--- src/rtl/core/mwsa_pkg.sv ---
// shared types and constants of the mosaic wipe sample address block
package mwsa_pkg;

    // fixed field widths
    localparam int PIX_W    = 12;
    localparam int ADDR_W   = 24;
    localparam int FRAME_W  = 16;
    localparam int OFFSET_W = 6;
    localparam int PITCH_W  = 13;
    localparam int CFG_W    = 24;
    localparam int CFG_IDX_W = 3;

    localparam logic [ADDR_W-1:0] ADDR_MAX = {ADDR_W{1'b1}};

    // register reset values
    localparam logic [FRAME_W-1:0] FRAME_COUNT_RST = 16'd0;
    localparam logic [FRAME_W-1:0] FRAME_TOTAL_RST = 16'd1;
    localparam logic [PITCH_W-1:0] PITCH_RST       = 13'd640;

    // configuration register indexes
    typedef enum logic [CFG_IDX_W-1:0] {
        CFG_FRAME_COUNT  = 3'd0,
        CFG_FRAME_TOTAL  = 3'd1,
        CFG_OFFSET_X     = 3'd2,
        CFG_OFFSET_Y     = 3'd3,
        CFG_START_ORIGIN = 3'd4,
        CFG_END_ORIGIN   = 3'd5,
        CFG_START_PITCH  = 3'd6,
        CFG_END_PITCH    = 3'd7
    } t_cfg_reg;

endpackage

--- src/rtl/core/mwsa_pix_if.sv ---
// pixel coordinate channel
interface mwsa_pix_if;
    logic                      valid;
    logic                      ready;
    logic [mwsa_pkg::PIX_W-1:0] pixel_x;
    logic [mwsa_pkg::PIX_W-1:0] pixel_y;

    modport source (output valid, output pixel_x, output pixel_y, input ready);
    modport sink   (input valid, input pixel_x, input pixel_y, output ready);
endinterface

--- src/rtl/core/mwsa_res_if.sv ---
// sample address result channel
interface mwsa_res_if #(
    parameter int BLOCK_W = 7
);
    logic                        valid;
    logic                        ready;
    logic [mwsa_pkg::ADDR_W-1:0] source_address;
    logic                        use_end_picture;
    logic [BLOCK_W-1:0]          block_size;
    logic                        address_overflow;

    modport source (output valid, output source_address, output use_end_picture,
                    output block_size, output address_overflow, input ready);
    modport sink   (input valid, input source_address, input use_end_picture,
                    input block_size, input address_overflow, output ready);
endinterface

--- src/rtl/core/mosaic_wipe_sample_address.sv ---
// mosaic wipe sample address: top level pipeline
//
// Takes one screen pixel coordinate per clock and returns, for each one, the
// linear address of the source pixel a mosaic wipe shows there, with the block
// size in use, which picture is sampled and an overflow flag (the address then
// saturates to all ones). The block size grows from 1 to MAX_BLOCK over the
// first half of the wipe and shrinks back over the second half, which samples
// the end picture; a block size of 1 is a plain copy. Throughput is one item
// per clock while the result side is not stalled. The pipeline is built around
// bit-per-stage restoring dividers: one for the block size against the wipe
// half length, then one per coordinate for the block remainder. A stall on the
// result side holds the whole pipeline and drops input ready in the same cycle.
// Configuration may only be written while no item is in flight; the block-size
// pipeline reads it live.
module mosaic_wipe_sample_address #(
    parameter int MAX_BLOCK  = 64,
    parameter int COORD_BITS = 12
) (
    input  logic                              i_clk,
    input  logic                              i_rst_n,
    input  logic                              i_cfg_we,
    input  logic [mwsa_pkg::CFG_IDX_W-1:0]    i_cfg_idx,
    input  logic [mwsa_pkg::CFG_W-1:0]        i_cfg_data,
    mwsa_pix_if.sink                          i_pix,
    mwsa_res_if.source                        o_res
);

    // derived widths
    localparam int QW  = $clog2(MAX_BLOCK);               // block size quotient bits
    localparam int BW  = $clog2(MAX_BLOCK + 1);           // block size bits
    localparam int XW  = (COORD_BITS < mwsa_pkg::PIX_W) ? COORD_BITS : mwsa_pkg::PIX_W;
    localparam int OYW = (COORD_BITS < mwsa_pkg::ADDR_W - COORD_BITS) ?
                         COORD_BITS : mwsa_pkg::ADDR_W - COORD_BITS;
    localparam int SW  = COORD_BITS + 2;                  // sample coordinate sum
    localparam int PW  = SW + mwsa_pkg::PITCH_W;          // row offset product
    localparam int NW  = mwsa_pkg::FRAME_W + 1 + BW;      // block size dividend
    localparam int FW  = mwsa_pkg::FRAME_W;

    // configuration registers
    logic [FW-1:0]                       r_frame_count;
    logic [FW-1:0]                       r_frame_total;
    logic [mwsa_pkg::OFFSET_W-1:0]       r_offset_x;
    logic [mwsa_pkg::OFFSET_W-1:0]       r_offset_y;
    logic [mwsa_pkg::ADDR_W-1:0]         r_start_origin;
    logic [mwsa_pkg::ADDR_W-1:0]         r_end_origin;
    logic [mwsa_pkg::PITCH_W-1:0]        r_start_pitch;
    logic [mwsa_pkg::PITCH_W-1:0]        r_end_pitch;

    always_ff @(posedge i_clk) begin
        if (!i_rst_n) begin
            r_frame_count  <= mwsa_pkg::FRAME_COUNT_RST;
            r_frame_total  <= mwsa_pkg::FRAME_TOTAL_RST;
            r_offset_x     <= '0;
            r_offset_y     <= '0;
            r_start_origin <= '0;
            r_end_origin   <= '0;
            r_start_pitch  <= mwsa_pkg::PITCH_RST;
            r_end_pitch    <= mwsa_pkg::PITCH_RST;
        end else if (i_cfg_we) begin
            unique case (mwsa_pkg::t_cfg_reg'(i_cfg_idx))
                mwsa_pkg::CFG_FRAME_COUNT:  r_frame_count  <= i_cfg_data[FW-1:0];
                mwsa_pkg::CFG_FRAME_TOTAL:  r_frame_total  <= i_cfg_data[FW-1:0];
                mwsa_pkg::CFG_OFFSET_X:     r_offset_x     <= i_cfg_data[mwsa_pkg::OFFSET_W-1:0];
                mwsa_pkg::CFG_OFFSET_Y:     r_offset_y     <= i_cfg_data[mwsa_pkg::OFFSET_W-1:0];
                mwsa_pkg::CFG_START_ORIGIN: r_start_origin <= i_cfg_data[mwsa_pkg::ADDR_W-1:0];
                mwsa_pkg::CFG_END_ORIGIN:   r_end_origin   <= i_cfg_data[mwsa_pkg::ADDR_W-1:0];
                mwsa_pkg::CFG_START_PITCH:  r_start_pitch  <= i_cfg_data[mwsa_pkg::PITCH_W-1:0];
                mwsa_pkg::CFG_END_PITCH:    r_end_pitch    <= i_cfg_data[mwsa_pkg::PITCH_W-1:0];
                default: ;
            endcase
        end
    end

    // wipe position: half length and clamped step count
    logic [FW-1:0] w_total;
    logic [FW-1:0] w_half;
    logic [FW-1:0] w_limit;
    logic          w_second;
    logic [FW-1:0] w_c_raw;
    logic [FW-1:0] n_c;

    always_comb begin
        w_total  = (r_frame_total == '0) ? FW'(1) : r_frame_total;
        w_half   = w_total >> 1;
        w_limit  = (w_half == '0) ? FW'(1) : w_half;
        w_second = (r_frame_count >= w_limit);
        if (w_second) begin
            w_c_raw = (w_total >= r_frame_count) ? (w_total - r_frame_count) : '0;
        end else begin
            w_c_raw = r_frame_count;
        end
        n_c = (w_c_raw > w_limit) ? w_limit : w_c_raw;
    end

    // whole pipeline moves together; a stalled result holds everything
    logic r_o_vld;
    logic w_en;

    assign w_en        = !r_o_vld || o_res.ready;
    assign i_pix.ready = w_en && i_rst_n;

    // stage a: captured coordinate and wipe step
    logic          r_a_vld;
    logic [XW-1:0] r_a_x;
    logic [XW-1:0] r_a_y;
    logic          r_a_end;
    logic [FW-1:0] r_a_c;

    always_ff @(posedge i_clk) begin
        if (!i_rst_n) begin
            r_a_vld <= 1'b0;
        end else if (w_en) begin
            r_a_vld <= i_pix.valid;
            r_a_x   <= i_pix.pixel_x[XW-1:0];
            r_a_y   <= i_pix.pixel_y[XW-1:0];
            r_a_end <= w_second;
            r_a_c   <= n_c;
        end
    end

    // block size divider: ((c + 1) * MAX_BLOCK) / limit, one quotient bit a stage
    logic          r_q_vld  [0:QW];
    logic [XW-1:0] r_q_x    [0:QW];
    logic [XW-1:0] r_q_y    [0:QW];
    logic          r_q_end  [0:QW];
    logic          r_q_full [0:QW];
    logic [FW-1:0] r_q_rem  [0:QW];
    logic [QW-1:0] r_q_low  [0:QW];
    logic [QW-1:0] r_q_quo  [0:QW];

    logic [FW:0]   w_c1;
    logic [NW-1:0] w_num;
    logic          n_full;

    always_comb begin
        w_c1   = {1'b0, r_a_c} + (FW+1)'(1);
        n_full = (w_c1 >= {1'b0, w_limit});        // quotient saturates at MAX_BLOCK
        w_num  = NW'(w_c1) * NW'(MAX_BLOCK);
    end

    always_ff @(posedge i_clk) begin
        if (!i_rst_n) begin
            r_q_vld[0] <= 1'b0;
        end else if (w_en) begin
            r_q_vld[0]  <= r_a_vld;
            r_q_x[0]    <= r_a_x;
            r_q_y[0]    <= r_a_y;
            r_q_end[0]  <= r_a_end;
            r_q_full[0] <= n_full;
            r_q_rem[0]  <= w_num[QW+FW-1:QW];      // below limit when not saturated
            r_q_low[0]  <= w_num[QW-1:0];
            r_q_quo[0]  <= '0;
        end
    end

    for (genvar k = 1; k <= QW; k++) begin : g_div
        logic [FW:0] n_t;
        logic        n_ge;
        logic [QW:0] n_quo;
        logic [QW:0] n_low;

        always_comb begin
            n_t   = {r_q_rem[k-1], r_q_low[k-1][QW-1]};
            n_ge  = (n_t >= {1'b0, w_limit});
            n_quo = {r_q_quo[k-1], n_ge};
            n_low = {r_q_low[k-1], 1'b0};
        end

        always_ff @(posedge i_clk) begin
            if (!i_rst_n) begin
                r_q_vld[k] <= 1'b0;
            end else if (w_en) begin
                r_q_vld[k]  <= r_q_vld[k-1];
                r_q_x[k]    <= r_q_x[k-1];
                r_q_y[k]    <= r_q_y[k-1];
                r_q_end[k]  <= r_q_end[k-1];
                r_q_full[k] <= r_q_full[k-1];
                r_q_rem[k]  <= n_ge ? FW'(n_t - {1'b0, w_limit}) : n_t[FW-1:0];
                r_q_low[k]  <= n_low[QW-1:0];
                r_q_quo[k]  <= n_quo[QW-1:0];
            end
        end
    end

    // coordinate dividers: x mod b and y mod b, one coordinate bit a stage
    logic          r_k_vld  [0:XW];
    logic [XW-1:0] r_k_x    [0:XW];
    logic [XW-1:0] r_k_y    [0:XW];
    logic          r_k_end  [0:XW];
    logic [BW-1:0] r_k_b    [0:XW];
    logic [BW-1:0] r_k_remx [0:XW];
    logic [BW-1:0] r_k_remy [0:XW];

    logic [BW-1:0] n_b;

    always_comb begin
        if (r_q_full[QW]) begin
            n_b = BW'(MAX_BLOCK);
        end else if (r_q_quo[QW] == '0) begin
            n_b = BW'(1);
        end else begin
            n_b = BW'(r_q_quo[QW]);
        end
    end

    always_ff @(posedge i_clk) begin
        if (!i_rst_n) begin
            r_k_vld[0] <= 1'b0;
        end else if (w_en) begin
            r_k_vld[0]  <= r_q_vld[QW];
            r_k_x[0]    <= r_q_x[QW];
            r_k_y[0]    <= r_q_y[QW];
            r_k_end[0]  <= r_q_end[QW];
            r_k_b[0]    <= n_b;
            r_k_remx[0] <= '0;
            r_k_remy[0] <= '0;
        end
    end

    for (genvar k = 1; k <= XW; k++) begin : g_mod
        logic [BW:0] n_tx;
        logic [BW:0] n_ty;
        logic        n_gex;
        logic        n_gey;

        always_comb begin
            n_tx  = {r_k_remx[k-1], r_k_x[k-1][XW-k]};
            n_ty  = {r_k_remy[k-1], r_k_y[k-1][XW-k]};
            n_gex = (n_tx >= {1'b0, r_k_b[k-1]});
            n_gey = (n_ty >= {1'b0, r_k_b[k-1]});
        end

        always_ff @(posedge i_clk) begin
            if (!i_rst_n) begin
                r_k_vld[k] <= 1'b0;
            end else if (w_en) begin
                r_k_vld[k]  <= r_k_vld[k-1];
                r_k_x[k]    <= r_k_x[k-1];
                r_k_y[k]    <= r_k_y[k-1];
                r_k_end[k]  <= r_k_end[k-1];
                r_k_b[k]    <= r_k_b[k-1];
                r_k_remx[k] <= n_gex ? BW'(n_tx - {1'b0, r_k_b[k-1]}) : n_tx[BW-1:0];
                r_k_remy[k] <= n_gey ? BW'(n_ty - {1'b0, r_k_b[k-1]}) : n_ty[BW-1:0];
            end
        end
    end

    // stage e: sample coordinates in the chosen picture
    logic                         r_e_vld;
    logic                         r_e_end;
    logic [BW-1:0]                r_e_b;
    logic [SW-1:0]                r_e_sx;
    logic [SW-1:0]                r_e_sy;
    logic [mwsa_pkg::PITCH_W-1:0] r_e_pitch;

    logic [mwsa_pkg::ADDR_W-1:0]  w_origin;
    logic [COORD_BITS-1:0]        w_ox;
    logic [OYW-1:0]               w_oy;
    logic [mwsa_pkg::OFFSET_W-1:0] w_offx;
    logic [mwsa_pkg::OFFSET_W-1:0] w_offy;
    logic [XW-1:0]                w_bx;
    logic [XW-1:0]                w_by;
    logic [SW-1:0]                n_sx;
    logic [SW-1:0]                n_sy;

    always_comb begin
        w_origin = r_k_end[XW] ? r_end_origin : r_start_origin;
        w_ox     = w_origin[COORD_BITS-1:0];
        w_oy     = w_origin[COORD_BITS+OYW-1:COORD_BITS];
        // plain copy: no sample offset
        w_offx   = (r_k_b[XW] == BW'(1)) ? '0 : r_offset_x;
        w_offy   = (r_k_b[XW] == BW'(1)) ? '0 : r_offset_y;
        // block corner = coordinate less its remainder
        w_bx     = r_k_x[XW] - XW'(r_k_remx[XW]);
        w_by     = r_k_y[XW] - XW'(r_k_remy[XW]);
        n_sx     = SW'(w_ox) + SW'(w_bx) + SW'(w_offx);
        n_sy     = SW'(w_oy) + SW'(w_by) + SW'(w_offy);
    end

    always_ff @(posedge i_clk) begin
        if (!i_rst_n) begin
            r_e_vld <= 1'b0;
        end else if (w_en) begin
            r_e_vld   <= r_k_vld[XW];
            r_e_end   <= r_k_end[XW];
            r_e_b     <= r_k_b[XW];
            r_e_sx    <= n_sx;
            r_e_sy    <= n_sy;
            r_e_pitch <= r_k_end[XW] ? r_end_pitch : r_start_pitch;
        end
    end

    // stage f: row offset product
    logic          r_f_vld;
    logic          r_f_end;
    logic [BW-1:0] r_f_b;
    logic [SW-1:0] r_f_sx;
    logic [PW-1:0] r_f_row;

    always_ff @(posedge i_clk) begin
        if (!i_rst_n) begin
            r_f_vld <= 1'b0;
        end else if (w_en) begin
            r_f_vld <= r_e_vld;
            r_f_end <= r_e_end;
            r_f_b   <= r_e_b;
            r_f_sx  <= r_e_sx;
            r_f_row <= PW'(r_e_sy) * PW'(r_e_pitch);
        end
    end

    // output stage: final address with saturation
    logic [mwsa_pkg::ADDR_W-1:0] r_o_addr;
    logic                        r_o_end;
    logic [BW-1:0]               r_o_b;
    logic                        r_o_ovf;

    logic [PW:0]                 w_addr;
    logic                        n_ovf;

    always_comb begin
        w_addr = (PW+1)'(r_f_sx) + (PW+1)'(r_f_row);
        n_ovf  = (w_addr > (PW+1)'(mwsa_pkg::ADDR_MAX));
    end

    always_ff @(posedge i_clk) begin
        if (!i_rst_n) begin
            r_o_vld <= 1'b0;
        end else if (w_en) begin
            r_o_vld  <= r_f_vld;
            r_o_end  <= r_f_end;
            r_o_b    <= r_f_b;
            r_o_ovf  <= n_ovf;
            r_o_addr <= n_ovf ? mwsa_pkg::ADDR_MAX : w_addr[mwsa_pkg::ADDR_W-1:0];
        end
    end

    assign o_res.valid            = r_o_vld;
    assign o_res.source_address   = r_o_addr;
    assign o_res.use_end_picture  = r_o_end;
    assign o_res.block_size       = r_o_b;
    assign o_res.address_overflow = r_o_ovf;

    // checks
    a_rem_below_block: assert property (@(posedge i_clk) disable iff (!i_rst_n)
        r_k_vld[XW] |-> (r_k_remx[XW] < r_k_b[XW]) && (r_k_remy[XW] < r_k_b[XW]))
        else $error("coordinate remainder not below block size");

    a_block_range: assert property (@(posedge i_clk) disable iff (!i_rst_n)
        o_res.valid |-> (o_res.block_size >= BW'(1)) && (o_res.block_size <= BW'(MAX_BLOCK)))
        else $error("block size out of range");

    a_ovf_saturates: assert property (@(posedge i_clk) disable iff (!i_rst_n)
        o_res.valid && o_res.address_overflow |-> o_res.source_address == mwsa_pkg::ADDR_MAX)
        else $error("overflow without saturated address");

    a_accept_enters: assert property (@(posedge i_clk) disable iff (!i_rst_n)
        i_pix.valid && i_pix.ready |=> r_a_vld)
        else $error("accepted item missing from first stage");

    a_last_moves_out: assert property (@(posedge i_clk) disable iff (!i_rst_n)
        w_en && r_f_vld |=> o_res.valid)
        else $error("item lost before output stage");

endmodule
--- src/flat_wrapper.sv ---
// flat-port wrapper written by rule: the top's interface ports become plain ports
module mosaic_wipe_sample_address_flat 
#(
    parameter int MAX_BLOCK  = 64,
    parameter int COORD_BITS = 12
)
  (i_clk, i_rst_n, i_cfg_we, i_cfg_idx, i_cfg_data, i_pix_valid, i_pix_pixel_x, i_pix_pixel_y, i_pix_ready, o_res_valid, o_res_source_address, o_res_use_end_picture, o_res_block_size, o_res_address_overflow, o_res_ready);
  mwsa_pix_if i_pix_i ();
  mwsa_res_if o_res_i ();
  input  logic i_clk;
  input  logic i_rst_n;
  input  logic i_cfg_we;
  input  logic [mwsa_pkg::CFG_IDX_W-1:0] i_cfg_idx;
  input  logic [mwsa_pkg::CFG_W-1:0] i_cfg_data;
  input wire logic [$bits(i_pix_i.valid)-1:0] i_pix_valid;
  input wire logic [$bits(i_pix_i.pixel_x)-1:0] i_pix_pixel_x;
  input wire logic [$bits(i_pix_i.pixel_y)-1:0] i_pix_pixel_y;
  output wire logic [$bits(i_pix_i.ready)-1:0] i_pix_ready;
  output wire logic [$bits(o_res_i.valid)-1:0] o_res_valid;
  output wire logic [$bits(o_res_i.source_address)-1:0] o_res_source_address;
  output wire logic [$bits(o_res_i.use_end_picture)-1:0] o_res_use_end_picture;
  output wire logic [$bits(o_res_i.block_size)-1:0] o_res_block_size;
  output wire logic [$bits(o_res_i.address_overflow)-1:0] o_res_address_overflow;
  input wire logic [$bits(o_res_i.ready)-1:0] o_res_ready;
  assign i_pix_i.valid = i_pix_valid;
  assign i_pix_i.pixel_x = i_pix_pixel_x;
  assign i_pix_i.pixel_y = i_pix_pixel_y;
  assign i_pix_ready = i_pix_i.ready;
  assign o_res_valid = o_res_i.valid;
  assign o_res_source_address = o_res_i.source_address;
  assign o_res_use_end_picture = o_res_i.use_end_picture;
  assign o_res_block_size = o_res_i.block_size;
  assign o_res_address_overflow = o_res_i.address_overflow;
  assign o_res_i.ready = o_res_ready;
  mosaic_wipe_sample_address #(.MAX_BLOCK(MAX_BLOCK), .COORD_BITS(COORD_BITS)) u_core (.i_clk(i_clk), .i_rst_n(i_rst_n), .i_cfg_we(i_cfg_we), .i_cfg_idx(i_cfg_idx), .i_cfg_data(i_cfg_data), .i_pix(i_pix_i), .o_res(o_res_i));
endmodule
--- config.mk ---
export PLATFORM = sky130hd
export DESIGN_NAME = mosaic_wipe_sample_address_flat
export DESIGN_NICKNAME = d
export VERILOG_FILES = /design/src/rtl/core/mwsa_pkg.sv /design/src/rtl/core/mwsa_pix_if.sv /design/src/rtl/core/mwsa_res_if.sv /design/src/rtl/core/mosaic_wipe_sample_address.sv /design/src/flat_wrapper.sv
export SDC_FILE = /design/constraint.sdc
export NUM_CORES = 2
export LEC_CHECK = 0
export BUFFER_PORTS_ARGS = -buffer_cell sky130_fd_sc_hd__buf_2
export CAP_MARGIN = 10
export CORE_ASPECT_RATIO = 1.25
export CORE_MARGIN = 1
export CORE_UTILIZATION = 47
export CTS_BUF_LIST = sky130_fd_sc_hd__clkbuf_8 sky130_fd_sc_hd__clkbuf_16
export CTS_CLUSTER_DIAMETER = 40
export DETAILED_ROUTE_END_ITERATION = 7
export PLACE_DENSITY = 0.63
export SLEW_MARGIN = 20
export SYNTH_ARGS = -nofsm -noshare
export SYNTH_HDL_FRONTEND = slang
export SYNTH_SLANG_ARGS = --single-unit
--- constraint.sdc ---
create_clock -name i_clk -period 41.7 [get_ports i_clk]
set_clock_uncertainty 0.2 [all_clocks]
set_input_delay 4.17 -clock i_clk [delete_from_list [all_inputs] [get_ports i_clk]]
set_output_delay 4.17 -clock i_clk [all_outputs]
set_load 0.01 [all_outputs]
==> impl_metrics.tcl <==
set metrics [dict create \
    status "finished, final reports clean" \
    die_w_um 325 \
    layoutNonFillerInstCount 6819 \
    cts_tree "yes" \
    timing.hold.ws_ps 196 \
    p_comb_share_pct 41.9 \
    final_common_cell "edfxtp_1" \
    slowest_stage "a21boi_4" \
    ir_drop_v 0.000117 \
    setup_violations 0 \
    grt_max_degree 205 \
    p_leak_nw 27.1 \
    clock_sinks 1197 \
    cell_internal_pwr_mw 3.33 \
    switching_share_pct 35.5 \
    hpwlAfterDp_um 82300 \
    critPathKind "input pin to output port" \
    cap_violations 0 \
    final_util_pct 53.4 \
    dr.pass1.iters 5 \
    grt_pass1_wl_um 187000 \
    synth_nets 5485 \
    ys_warn_count 0 \
    cpPeakStageDelay_ps 560 \
    place.port_buffers 90 \
    place.gp.congestion 0.861 \
    period_minus_slack_ps 9820 \
    mostFrequentLayoutCells "edfxtp_1 (1073), nand2_1 (506), ha_1 (445)" \
    wl_per_cell_um 17.1 \
    syn_area_um2 61400 \
    drt_iter0_markers 1911 \
    cp_common_cell "buf_2" \
    finalWirelength_um 117000 \
    slew_viol_final 0 \
    cp.arrival_ps 5450 \
    ant_nets 0 \
    antenna_found_initial 10 \
    max_freq_mhz 102 \
    path_clk_slew_ps 50 \
    viasPerCell 5.23 \
    crit_path_start_kind "input pin" \
    synth_cell_types 85 \
    ys_ff_latch 1197 \
    endpoint_kind "output port" \
    synth_top_area_cell "edfxtp_1" \
    grt_use_total_pct 17.8 \
    synthCells 4817 \
    ioPinCount 91 \
    clk_latency_ps 770 \
    min_period_over_period_pct 23.6 \
    overflow 0 \
    vias 35661 \
    area_growth_pct 12.1 \
    cts_buffer_depth 3 \
    yosysSeqAreaShare_pct 56.6 \
    critical_path.cell_chain "buf_2 > a21boi_4 > buf_2" \
    synth_ff_type "edfxtp_1" \
    synth_top_area_share_pct 52.5 \
    cts_hold_buf 0 \
    hold_viol_final 0 \
    async_reset_ff_share_pct 0 \
    hold_path.class "register to register" \
    post-place-cells 6531 \
    drc 0 \
    synthTopCellsByArea "edfxtp_1 (53%), ha_1 (9.1%), fa_1 (5.4%)" \
    rsz0062_at_grt "false" \
    core-area_um2 129000 \
    clkPwrFrac_pct 24.7 \
    die-area_um2 132000 \
    power_mw 5.16 \
    htreeDepth 4 \
    cp.required_ps 37330 \
    tightest_slew_ps 1120 \
    path_delay_family "buffers and inverters" \
    grt_pass1_vias 35952 \
    synth.avg_cell_area_um2 12.7 \
    rows 147 \
    p_seq_share_pct 33.4 \
    crit_fanout 32 \
    powerDensity_nw_per_um2 75.0 \
    switchingPower_mw 1.83 \
    tns_ps 0 \
    die_h_um 406 \
    drive_gt1_share_pct 10.9 \
    cts_resized 0 \
    start_util_pct 47.6 \
    synth_edf_count 1073 \
    maxSlewHeadroom_pct 25.2 \
    cts_made_buffers 151 \
    cts_setup_buffers 0 \
    path_buf_inv 2 \
    root_buffer "clkbuf_16" \
    layout.nets 5639 \
]
## metrics by stage
step / worst slack [ps] / cell area (um^2)
finish: 31880 / 68800
global placement: 31840 / 63700
CTS: 31830 / 68800
global route: 31820 / 68800
detailed placement: 31840 / 63700
floorplan: 4140 / 61400
## layout make-up
class                           instances  area (um^2)
Antenna cell                            9         22.5
Tap cell                             1713         2140
Fill cell                           10793        60100
Inverter                              406         1520
Multi-Input combinational cell       3100        24700
Clock inverter                        124         1200
Clock buffer                          155         3840
Timing Repair Buffer                  115          688
Sequential cell                      1197        34700
## cells in the mapped netlist (103+ instances only)
master and number:
clkbuf_1 103, edfxtp_1 1073, nor2_1 220, mux2_2 146, a21oi_1 158, xor2_1 115
o21ai_0 193, fa_1 167, a21boi_0 140, dfxtp_1 124, xnor2_1 149, and2_1 118
a21o_1 103, inv_1 404, nand2_1 506, ha_1 445
## final timing paths
kind                            from                end  slack [ps]  cells past startpoint
max                          i_rst_n        i_pix_ready       31880                      3
max reg2reg  u_core.r_frame_total[1]   u_core.r_a_c[12]       35070                     20
min                   u_core.r_a_end  u_core.r_q_end[0]         200                      0
min reg2reg           u_core.r_a_end  u_core.r_q_end[0]         200                      0
## logic make-up (layout without fill, tap and decap cells)
family	after synthesis	after routing	share of synthesized area [%]
and+or+nand+nor	1204	1204	9.26
DFF	1197	1197	56.6
AOI/OAI and AO/OA	806	806	8.78
adders and majority gates	612	612	14.5
buffers and inverters	520	800	3.28
xor gates and xnor gates	264	264	3.77
muxes	213	213	3.83
other	1	10	0.00611
## routing by layer
metal | vias to the layer above | track usage (%) | part of all wire, % | routed length [um]
met5 | - | 0 | 0 | 0
met4 | 0 | 7.32 | 3.5 | 4130
met3 | 232 | 3.23 | 4.0 | 4710
met2 | 599 | 31.9 | 51 | 59200
met1 | 17201 | 21.1 | 42 | 48500
li1 | 17629 | - | - | -
## power groups by stage
stage                     Combinational [mW]  Sequential [mW]  Clock [mW]
final                                   2.16             1.72        1.27
after global placement                  2.12             1.74           0
after CTS                               2.19             1.72        1.31
after detailed placement                2.17             1.74           0
after floorplan                         1.75             1.76           0
after global routing                    2.49             1.74        1.36
## state kept, by name (all words and copies together), names as in the netlist, 14 cells and up
| signal | count |
|---|---|
| u_core.r_start_origin | 24 |
| u_core.r_k_y | 156 |
| u_core.r_e_sy | 14 |
| u_core.r_k_remy | 84 |
| u_core.r_q_quo | 21 |
| u_core.r_frame_total | 16 |
| u_core.r_a_c | 16 |
| u_core.r_k_x | 156 |
| u_core.r_f_sx | 14 |
| u_core.r_q_x | 84 |
| u_core.o_res.source_address | 24 |
| u_core.r_q_y | 84 |
| u_core.r_k_b | 91 |
| u_core.r_k_remx | 84 |
| u_core.r_f_row | 27 |
| u_core.r_end_origin | 24 |
| u_core.r_e_sx | 14 |
| u_core.r_q_rem | 96 |
| u_core.r_frame_count | 16 |
No activity file was read; power rests on OpenSTA's default activity.
